==> src/rtl/core/dps_pkg.sv <==
// Shared types and codes for the dynamic priority scheduler.
// Used by dps_cell, dynamic_priority_scheduler_top and dps_checker; no dependencies.
`default_nettype none

package dps_pkg;

    typedef struct packed {
        logic        [7:0] id;
        logic signed [7:0] prio;
        logic        [7:0] need;
        logic        [7:0] passed;
    } entry_t;

    typedef logic [1:0] cell_op_t;

    localparam cell_op_t OP_HOLD   = 2'd0;
    localparam cell_op_t OP_INSERT = 2'd1;
    localparam cell_op_t OP_POP    = 2'd2;

    // Command broadcast to every cell of the queue
    typedef struct packed {
        cell_op_t op;
        entry_t   entry;
    } cell_cmd_t;

    typedef logic [2:0] status_t;

    localparam status_t ST_ADDED    = 3'd0;
    localparam status_t ST_FULL     = 3'd1;
    localparam status_t ST_REQUEUED = 3'd2;
    localparam status_t ST_FINISHED = 3'd3;
    localparam status_t ST_IDLE     = 3'd4;

    localparam logic signed [7:0] PRIO_MIN = 8'sh80;

    localparam logic ACT_ADD  = 1'b0;
    localparam logic ACT_TICK = 1'b1;

endpackage

`default_nettype wire

==> src/rtl/core/dynamic_priority_scheduler_top.sv <==
// An add or a finishing tick shows its result in the cycle after acceptance.
// A tick that requeues shows its result the same way, then stalls the input in the
// S_REQUEUE state while it reinserts. Adds, idle ticks and finishing ticks leave the input
// free for the next transaction; a result held by out_stall stalls the input until taken.
// Reset (rst_n, async, active low) empties the queue and clears out_valid;
// entry payloads are not cleared, only the fill count marks which cells are live.
`default_nettype none

module dynamic_priority_scheduler_top #(
    parameter int QUEUE_DEPTH = 16
) (
    input  wire logic              clk,
    input  wire logic              rst_n,
    input  wire logic              in_valid,
    output logic                   in_stall,
    input  wire logic              action,
    input  wire logic        [7:0] proc_id,
    input  wire logic signed [7:0] start_priority,
    input  wire logic        [7:0] need_time,
    output logic                   out_valid,
    input  wire logic              out_stall,
    output logic             [2:0] status,
    output logic             [7:0] run_id,
    output logic signed      [7:0] run_priority,
    output logic             [7:0] run_passed,
    output logic             [4:0] queue_count
);

    localparam int CW = $clog2(QUEUE_DEPTH + 1);

    // Controller state: idle, or reinsert the entry popped by the last tick
    localparam logic S_IDLE    = 1'b0;
    localparam logic S_REQUEUE = 1'b1;

    logic            state_reg,  state_next;
    logic [CW-1:0]   count_reg,  count_next;
    dps_pkg::entry_t pend_reg,   pend_next;

    logic                   out_valid_reg, out_valid_next;
    dps_pkg::status_t       status_reg,    status_next;
    logic             [7:0] run_id_reg,    run_id_next;
    logic signed      [7:0] run_prio_reg,  run_prio_next;
    logic             [7:0] run_passed_reg, run_passed_next;
    logic             [4:0] qcount_reg,    qcount_next;

    dps_pkg::cell_cmd_t cmd;
    dps_pkg::entry_t    cell_entry [QUEUE_DEPTH];
    logic               cell_keep  [QUEUE_DEPTH];
    logic               cell_valid [QUEUE_DEPTH];

    dps_pkg::entry_t    head;
    dps_pkg::entry_t    new_entry;
    logic         [7:0] head_passed_inc;
    logic               accept;
    logic               full;
    logic        [31:0] count_dec_ext;
    logic        [31:0] count_inc_ext;
    logic        [31:0] count_ext;

    // Stall while reinserting, or while a result waits and the sink holds it
    assign in_stall = (state_reg == S_REQUEUE) || (out_valid_reg && out_stall);
    assign accept   = in_valid && !in_stall;
    assign full     = (count_reg == CW'(QUEUE_DEPTH));

    assign head            = cell_entry[0];
    assign head_passed_inc = head.passed + 8'd1;
    assign count_ext       = 32'(count_reg);
    assign count_inc_ext   = 32'(count_reg) + 32'd1;
    assign count_dec_ext   = 32'(count_reg) - 32'd1;

    always_comb
    begin
        new_entry.id     = proc_id;
        new_entry.prio   = start_priority;
        new_entry.need   = (need_time == 8'd0) ? 8'd1 : need_time;
        new_entry.passed = 8'd0;
    end

    // The queue: cell i is live while i < count
    genvar gi;
    generate
        for (gi = 0; gi < QUEUE_DEPTH; gi++)
        begin : g_cell
            assign cell_valid[gi] = (count_reg > CW'(gi));

            if (gi == 0)
            begin : g_head
                dps_cell u_cell (
                    .clk             (clk),
                    .cmd             (cmd),
                    .valid_here      (cell_valid[gi]),
                    .keep_prev       (1'b1),
                    .entry_prev      (cmd.entry),
                    .entry_following (cell_entry[(QUEUE_DEPTH > 1) ? 1 : 0]),
                    .entry_q         (cell_entry[gi]),
                    .keep            (cell_keep[gi])
                );
            end
            else if (gi == QUEUE_DEPTH - 1)
            begin : g_tail
                // Nothing behind the tail: a pop leaves it as it is
                dps_cell u_cell (
                    .clk             (clk),
                    .cmd             (cmd),
                    .valid_here      (cell_valid[gi]),
                    .keep_prev       (cell_keep[gi-1]),
                    .entry_prev      (cell_entry[gi-1]),
                    .entry_following (cell_entry[gi]),
                    .entry_q         (cell_entry[gi]),
                    .keep            (cell_keep[gi])
                );
            end
            else
            begin : g_mid
                dps_cell u_cell (
                    .clk             (clk),
                    .cmd             (cmd),
                    .valid_here      (cell_valid[gi]),
                    .keep_prev       (cell_keep[gi-1]),
                    .entry_prev      (cell_entry[gi-1]),
                    .entry_following (cell_entry[gi+1]),
                    .entry_q         (cell_entry[gi]),
                    .keep            (cell_keep[gi])
                );
            end
        end
    endgenerate

    // Controller: pick the cell command, the next count and the result
    always_comb
    begin
        state_next      = state_reg;
        count_next      = count_reg;
        pend_next       = pend_reg;
        cmd.op          = dps_pkg::OP_HOLD;
        cmd.entry       = new_entry;
        out_valid_next  = out_valid_reg && out_stall;
        status_next     = status_reg;
        run_id_next     = run_id_reg;
        run_prio_next   = run_prio_reg;
        run_passed_next = run_passed_reg;
        qcount_next     = qcount_reg;

        priority if (state_reg == S_REQUEUE)
        begin
            // Reinsert the entry popped last cycle
            cmd.op     = dps_pkg::OP_INSERT;
            cmd.entry  = pend_reg;
            count_next = count_inc_ext[CW-1:0];
            state_next = S_IDLE;
        end
        else if (accept)
        begin
            out_valid_next  = 1'b1;
            run_id_next     = 8'd0;
            run_prio_next   = 8'sd0;
            run_passed_next = 8'd0;
            if (action == dps_pkg::ACT_ADD)
            begin
                if (full)
                begin
                    status_next = dps_pkg::ST_FULL;
                    qcount_next = count_ext[4:0];
                end
                else
                begin
                    cmd.op      = dps_pkg::OP_INSERT;
                    count_next  = count_inc_ext[CW-1:0];
                    status_next = dps_pkg::ST_ADDED;
                    qcount_next = count_inc_ext[4:0];
                end
            end
            else if (count_reg == '0)
            begin
                status_next = dps_pkg::ST_IDLE;
                qcount_next = 5'd0;
            end
            else
            begin
                // Pop the head, advance its run count
                cmd.op          = dps_pkg::OP_POP;
                count_next      = count_dec_ext[CW-1:0];
                run_id_next     = head.id;
                run_prio_next   = head.prio;
                run_passed_next = head_passed_inc;
                if (head_passed_inc == head.need)
                begin
                    status_next = dps_pkg::ST_FINISHED;
                    qcount_next = count_dec_ext[4:0];
                end
                else
                begin
                    status_next      = dps_pkg::ST_REQUEUED;
                    qcount_next      = count_ext[4:0];
                    pend_next.id     = head.id;
                    pend_next.prio   = (head.prio == dps_pkg::PRIO_MIN) ?
                                       head.prio : head.prio - 8'sd1;
                    pend_next.need   = head.need;
                    pend_next.passed = head_passed_inc;
                    state_next       = S_REQUEUE;
                end
            end
        end
        else
        begin
            // Nothing accepted: hold the queue and the controller
            state_next = state_reg;
        end
    end

    always_ff @(posedge clk or negedge rst_n)
    begin
        if (!rst_n)
        begin
            state_reg     <= S_IDLE;
            count_reg     <= '0;
            out_valid_reg <= 1'b0;
        end
        else
        begin
            state_reg     <= state_next;
            count_reg     <= count_next;
            out_valid_reg <= out_valid_next;
        end
    end

    always_ff @(posedge clk)
    begin
        pend_reg       <= pend_next;
        status_reg     <= status_next;
        run_id_reg     <= run_id_next;
        run_prio_reg   <= run_prio_next;
        run_passed_reg <= run_passed_next;
        qcount_reg     <= qcount_next;
    end

    assign out_valid    = out_valid_reg;
    assign status       = status_reg;
    assign run_id       = run_id_reg;
    assign run_priority = run_prio_reg;
    assign run_passed   = run_passed_reg;
    assign queue_count  = qcount_reg;

endmodule

`default_nettype wire

==> src/rtl/core/dps_cell.sv <==
// One slot of the sorted ready queue: holds an entry, shifts with its neighbors.
// Depends on dps_pkg.
`default_nettype none

module dps_cell (
    input  wire logic              clk,
    input  wire dps_pkg::cell_cmd_t cmd,
    input  wire logic              valid_here,
    input  wire logic              keep_prev,
    input  wire dps_pkg::entry_t   entry_prev,
    input  wire dps_pkg::entry_t   entry_following,
    output dps_pkg::entry_t        entry_q,
    output logic                   keep
);

    dps_pkg::entry_t entry_reg;
    dps_pkg::entry_t entry_next;

    // Hold the slot when it outranks or ties the incoming entry
    assign keep = valid_here && (entry_reg.prio >= cmd.entry.prio);

    always_comb
    begin
        entry_next = entry_reg;
        unique case (cmd.op)
            dps_pkg::OP_INSERT:
            begin
                if (!keep)
                begin
                    entry_next = keep_prev ? cmd.entry : entry_prev;
                end
            end
            dps_pkg::OP_POP:
            begin
                entry_next = entry_following;
            end
            default:
            begin
                entry_next = entry_reg;
            end
        endcase
    end

    always_ff @(posedge clk)
    begin
        entry_reg <= entry_next;
    end

    assign entry_q = entry_reg;

endmodule

`default_nettype wire

==> config.mk <==
export PLATFORM = sky130hd
export DESIGN_NAME = dynamic_priority_scheduler_top
export DESIGN_NICKNAME = d
export VERILOG_FILES = /design/src/rtl/core/dps_pkg.sv /design/src/rtl/core/dynamic_priority_scheduler_top.sv /design/src/rtl/core/dps_cell.sv
export SDC_FILE = /design/constraint.sdc
export NUM_CORES = 1
export LEC_CHECK = 0
export ABC_AREA = 1
export BUFFER_PORTS_ARGS = -buffer_cell sky130_fd_sc_hd__buf_2
export CAP_MARGIN = 10
export CORE_ASPECT_RATIO = 2
export CORE_MARGIN = 2
export CORE_UTILIZATION = 58
export DETAILED_ROUTE_END_ITERATION = 6
export GPL_TIMING_DRIVEN = 1
export PLACE_DENSITY = 0.8
export SLEW_MARGIN = 25
export SYNTH_ARGS = -nofsm -noshare
export SYNTH_HDL_FRONTEND = slang
export SYNTH_SLANG_ARGS = --single-unit
==> constraint.sdc <==
create_clock -name clk -period 4.7 [get_ports clk]
set_input_delay 0.235 -clock clk [delete_from_list [all_inputs] [get_ports clk]]
set_output_delay 0.235 -clock clk [all_outputs]
set_load 0.02 [all_outputs]
After elaboration in Yosys (flattened, before gate mapping)
Index checks and enable logic that the tools add are counted.
{ "totals": {"reg_bits": 583, "in_bits": 29, "out_inout_bits": 34, "wordCells": 254} }
{ "classes": {"addsub": 4, "order_cmp": 32, "n_eq_ne": 21, "muxes": 72, "n_bitwise": 5, "reduce_logical": 44} }
{ "op_table": {"columns": ["operator", "n"], "rows": [
  ["32-bit 2-to-1 mux", 31],
  ["32-bit case mux with 2 select lines", 15],
  ["8-bit >= comparator", 16],
  ["5-bit by 4-bit > comparator with 1-bit output (second input constant)", 8],
  ["5-bit 2-to-1 mux", 8],
  ["2-bit AND reduction", 18],
  ["2-bit != test (second input constant)", 15],
  ["5-bit by 3-bit > comparator with 1-bit output (second input constant)", 4],
  ["1-bit logical AND", 18],
  ["8-bit 2-to-1 mux", 2],
  ["5-bit by 1-bit > comparator with 1-bit output (second input constant)", 2],
  ["5-bit by 2-bit > comparator with 1-bit output (second input constant)", 2],
  ["1-bit 2-to-1 mux", 10],
  ["8-bit by 1-bit adder with 8-bit output (second input constant)", 1],
  ["8-bit == test", 1],
  ["8-bit == test (second input constant)", 1],
  ["8-bit logical NOT", 1],
  ["2-bit 2-to-1 mux", 4],
  ["8-bit by 2-bit subtractor with 8-bit output (second input constant)", 1],
  ["3-bit 2-to-1 mux", 2],
  ["5-bit by 1-bit adder with 5-bit output (second input constant)", 1],
  ["5-bit == test (second input constant)", 1],
  ["5-bit logical NOT", 1],
  ["1-bit NOT", 5],
  ["other kinds (9)", 10]
]} }

Logic depth before layout (Yosys ltp)
{ "logic_depth": {"depth_word": 9, "ltp_mapped": 22, "mapped_depth_nobuf": 18} }

By module
Synthesis repeated with hierarchy kept, for this count alone.
{ "hier_totals": {"hier_cells": 3997, "hier_area_um2": 33933.8} }
{ "by_module_without_submodules": {"columns": ["mod", "instances", "cells_per_inst", "area_per_inst_um2", "seq_area_each_um2"], "rows": [
  ["dps_cell (g_cell[0].g_head.u_cell ...)", 11, 222, 1879.3, 960.9],
  ["dps_cell (g_cell[5].g_mid.u_cell ...)", 5, 221, 1878.1, 960.9],
  ["dynamic_priority_scheduler_top", 1, 450, 3871.2, 2097.0]
]} }

Worst setup path after synthesis
No wires, ideal clock.
{ "synth_timing": {"kind": "reg-to-reg", "start": "reg state_reg", "end": "reg g_cell[15].g_tail.u_cell.entry_reg (netlist bit g_cell[15].g_tail.u_cell.entry_q[0]), enable pin", "setup_time_ns": 0.470, "arrival_time_ns": 4.685, "required_ns": 4.230, "slack_ns": -0.455, "path_stages_with_launch": 18, "n_path_buf": 3, "synth_period_minus_slack_ns": 5.155, "path_cell_list": "dfrtp_1 buf_4 inv_1 clkbuf_1 or2_2 o21ai_2 buf_2 inv_1 ha_1 inv_1 nand2_1 a21oi_1 o21ai_0 nand2_1 nand3b_1 nand2_1 nand2_1 a21boi_0"} }
{ "synth_between": {"elab_chain_len": 7, "elab_cells_between_ends": 11, "classes_between": "order compare: 1; eq/ne: 1; mux: 3; bitwise: 1; reduce/logical: 5"} }
{ "synth_lines": {"columns": ["item", "line_no", "source"], "rows": [
  ["start: declaration", "dynamic_priority_scheduler_top.sv:35", "logic state_reg, state_next;"],
  ["start signal: assignment", "dynamic_priority_scheduler_top.sv:221", "state_reg <= state_next;"],
  ["branches (longest 6 deep; another with 8-bit >= comparator)", null, null],
  ["2-bit AND reduction (no line) (*)", null, null],
  ["end signal: assignment", "dps_cell.sv:46", "entry_reg <= entry_next;"],
  ["end: declaration", "dps_cell.sv:16", "dps_pkg::entry_t entry_reg;"]
]} }
Every way passes the cells marked *.
A chain may end at the register's enable or synchronous reset.

Final worst setup path
{ "layout_timing": {"start": "reg state_reg", "end": "reg g_cell[5].g_mid.u_cell.entry_reg (netlist bit g_cell[5].g_mid.u_cell.entry_q[11]), enable pin"} }
{ "layout_between": {"elab_chain_len": 8, "elab_cells_between_ends": 13, "classes_between": "order compare: 1; eq/ne: 3; mux: 3; reduce/logical: 6"} }
{ "layout_lines": {"columns": ["item", "line_no"], "rows": [
  ["branches (longest 7 deep; another with 8-bit >= comparator)", null],
  ["2-bit AND reduction (no line) (*)", null],
  ["end signal: assignment", "dps_cell.sv:46"],
  ["end: declaration", "dps_cell.sv:16"]
]} }
Marks and branches as above.

==> qor.csv <==
stage;metric;value;unit
synthesis;XOR/XNOR share of the synthesized area;0.1975;%
final_layout;FF+latch area;17470;um^2
synthesis;Post-Synthesis Cells;4487;
sta;endpoints failing setup;0;
sta;total negative setup slack;0;ps
sta;Final Hold Violating Endpoints;0;
clock_network;Clk Latency, worst-skew pair;630;ps
synthesis;Synth Area in Compound Gates;2.452;%
sta;Worst-Margin Slew;1002;ps
worst_setup_path;Worst setup SP type;flip-flop;
synthesis;mean post-synth cell area;7.905;um^2
worst_setup_path;Register-to-Register Path Depth;13;
final_layout;most common cell after layout, fill and taps aside;nand2_1;
clock_network;CTS tree;yes;
grt;largest net degree at the start of global routing;201;
status;outcome;completed;
synthesis;flops & latches, synth;583;
drt;Iteration-0 DRC Markers;2788;
power_and_ir_drop;Cell Pwr Density;801.3;nW/um^2
drt;1st-pass router iterations;7;
grt;first-pass GRT wire length;152.2;mm
sta;Tmin final;3801;ps
synthesis;area leader, netlist;edfxtp_1;
floorplanning;I/O pin cnt;63;
clock_network;Max clock buf depth;3;
grt;vias in the first global route;29750;
worst_setup_path;critical-path cell list;buf_4 > mux2i_4 > buf_4 > ha_1 > a21o_1 > nor2_1 > nand2_1 > nand2_1 > nand3_1 > nand2_1 > nand2_1 > nand2_1 > buf_4;
worst_setup_path;WS Path Type;flip-flop to flip-flop;
floorplanning;core area;60700;um^2
clock_network;CTS sink count;583;
synthesis;Synthesis Warnings;0;
final_layout;cell area after layout;38200;um^2
sta;period utilization;80.87;%
placed_design;DP Wirelength;68.41;mm
synthesis;Synth Net Count;4652;
floorplanning;chip height;353.7;um
clock_network;Root Buffer;clkbuf_16;
drt;final wirelength;95.46;mm
drt;routed length per instance;18.11;um
sta;Max Clock Skew;30.41;ps
final_layout;share of layout cells above drive strength 1;6.907;%
final_layout;Layout Nets;4611;
drt;DRC;0;
synthesis;Synth area leaders;edfxtp_1 49%, nand2_1 18%, nand3_1 13%, inv_1 5.7%, ha_1 4.8%;
drt;Vias;29780;
placed_design;count of input and output buffers;62;
final_layout;max reg flops;448;
synthesis;Mapped Area;35470;um^2
synthesis;Seq/Total Area, Yosys;49.26;%
worst_hold_path;Hold WC Path Type;primary input to asynchronous set/reset pin;
clock_network;Clock transition at path regs;70;ps
worst_setup_path;CP peak stage delay;710;ps
placed_design;Placer Congestion;0.9921;
grt;gr ovfl total;0;
drt;vias per cell;5.652;
synthesis;Post-Synth Simple-Gate Area;32.82;%
floorplanning;total die area;63270;um^2
flow_run;max-cap violations;0;
worst_setup_path;Max FO, Critical Path;26;
final_layout;most frequent cells in the layout;1676 x nand2_1, 954 x nand3_1, 576 x edfxtp_1, 540 x inv_1, 136 x ha_1;
grt;GR Util All Layers;30.28;%
final_layout;Area Growth Syn to Fin;7.686;%
sta;WHS;53.40;ps
placed_design;Post-DP Area;36490;um^2
sta;Max Freq;263.1;MHz
worst_setup_path;Slowest-stage cell, CP;mux2i_4;
power_and_ir_drop;Worst VDD drop;0.4360;mV
worst_setup_path;register-to-register setup slack;900;ps
synthesis;multiplexer share of the synthesized area;0.6208;%
worst_setup_path;Arr. time, crit path;4070;ps
sta;RSZ-0062 raised after global routing;no;
floorplanning;initial core utilization;58.44;%
floorplanning;row count;128;
worst_setup_path;r2r endpoint;g_cell[5].g_mid.u_cell.entry_q[11]$_DFFE_PP_;
sta;max_slew headroom;33.23;%
power_and_ir_drop;Leak;18.46;nW
floorplanning;die width;178.9;um
grt;initial antenna violation count;4;
synthesis;Synth top area share;48.76;%
sta;max-slew violations;0;
worst_setup_path;Worst setup EP type;flip-flop;
final_layout;fill cell count;5136;
worst_setup_path;Required @ worst endpoint;4970;ps
worst_setup_path;crit-path most repeated cell;nand2_1;
clock_network;H-tree depth;2;
clock_network;CTS resizes;0;
worst_setup_path;RR Startpoint;state_reg$_DFF_PN0_;
synthesis;Adder-Cell Fraction of Synth Area;4.797;%
final_layout;footprint of the multi-input gates;14640;um^2
synthesis;post-synthesis cell type count;41;
drt;Antenna Violating Nets Remaining;0;
synthesis;largest family of logic cells by synthesized area;simple AND/OR/NAND/NOR gates;
clock_network;TritonCTS Buffers;50;
-- synth_stat cells (all sizes together) --
cell	number
o22ai	2
nor3	1
nand2	1680
or2	3
o31ai	1
o31a	1
a21oi	42
edfxtp	576
xor2	7
o41ai	1
o21ai	91
ha	136
a21boi	1
nand3b	3
xnor2	1
buf	151
o21a	1
nor2	88
nor3b	2
nand4	21
dfrtp	7
o221ai	1
mux2i	22
a31oi	3
a21o	12
clkbuf	130
clkinv	1
inv	547
nand3	955
-- timing repair --
item / in CTS / in global routing
buffers inserted: 0 / 0
hold buffers: 3 / 0
hold endpoints to repair: 11 / 0
-- layout make-up --
cell class | instances | area share [%]
Sequential cell | 583 | 45.74
Multi-Input combinational cell | 3075 | 38.33
Inverter | 548 | 5.411
Timing Repair Buffer | 188 | 3.571
Clock buffer | 60 | 3.534
Tap cell | 780 | 2.555
Clock inverter | 34 | 0.8386
Antenna cell | 2 | 0.01310
-- critical path: cells and delay by family, from the launching register on --
| kind | cells | cell delay [ps] |
|---|---|---|
| compound gates | 1 | 180 |
| fa+ha+maj | 1 | 280 |
| buf+inv | 3 | 1020 |
| flops | 1 | 370 |
| mux | 1 | 710 |
| simple gates | 7 | 850 |
-- logic make-up (layout without fill, tap and decap cells) --
family	after synthesis	count (layout)
other cells	0	2
fa+ha+maj	136	136
buf+inv	829	830
mux	22	22
simple gates	2753	2753
xor+xnor	8	8
compound gates	156	156
flops	583	583
-- metal layers --
metal  vias up  track usage (%)  wire, um  share of wire, %
li1      14550                -         -                 -
met2      1212            53.90     49580                52
met3       452            5.552      5601               5.9
met4         2            25.17      8504               8.9
met5         -                0        12             0.013
met1     13570            29.78     31760                33
-- power by group --
part	internal (W)	switching (W)	leakage, nW	total (W)
logic	0.00475	0.0104	12.1	0.0151
clock network	0.00234	0.00202	0.825	0.00436
registers	0.00967	0.00143	5.56	0.0111
-- worst max path at each step --
stage,start,endpoint,slack (ps)
2_1_floorplan,state_reg$_DFF_PN0_,g_cell[15].g_tail.u_cell.entry_q[0]$_DFFE_PP_,420
3_3_place_gp,state_reg$_DFF_PN0_,g_cell[5].g_mid.u_cell.entry_q[9]$_DFFE_PP_,1040
3_5_place_dp,state_reg$_DFF_PN0_,g_cell[5].g_mid.u_cell.entry_q[9]$_DFFE_PP_,980
4_1_cts,state_reg$_DFF_PN0_,g_cell[5].g_mid.u_cell.entry_q[9]$_DFFE_PP_,970
5_1_grt,state_reg$_DFF_PN0_,g_cell[5].g_mid.u_cell.entry_q[11]$_DFFE_PP_,700
6_report,state_reg$_DFF_PN0_,g_cell[5].g_mid.u_cell.entry_q[11]$_DFFE_PP_,900
-- through the flow --
step	utilization [%]	instances	power [W]	setup WS [ps]
2_1_floorplan	-	4487	0.02166	422.4
3_3_place_gp	60.11	5171	0.02547	1044
3_5_place_dp	60.12	5171	0.02608	982.7
4_1_cts	62.92	5268	0.03048	966.3
5_1_grt	62.92	5269	0.03302	699.1
6_report	62.93	5270	0.03061	899.0
Power figures use the tool's default switching activity.
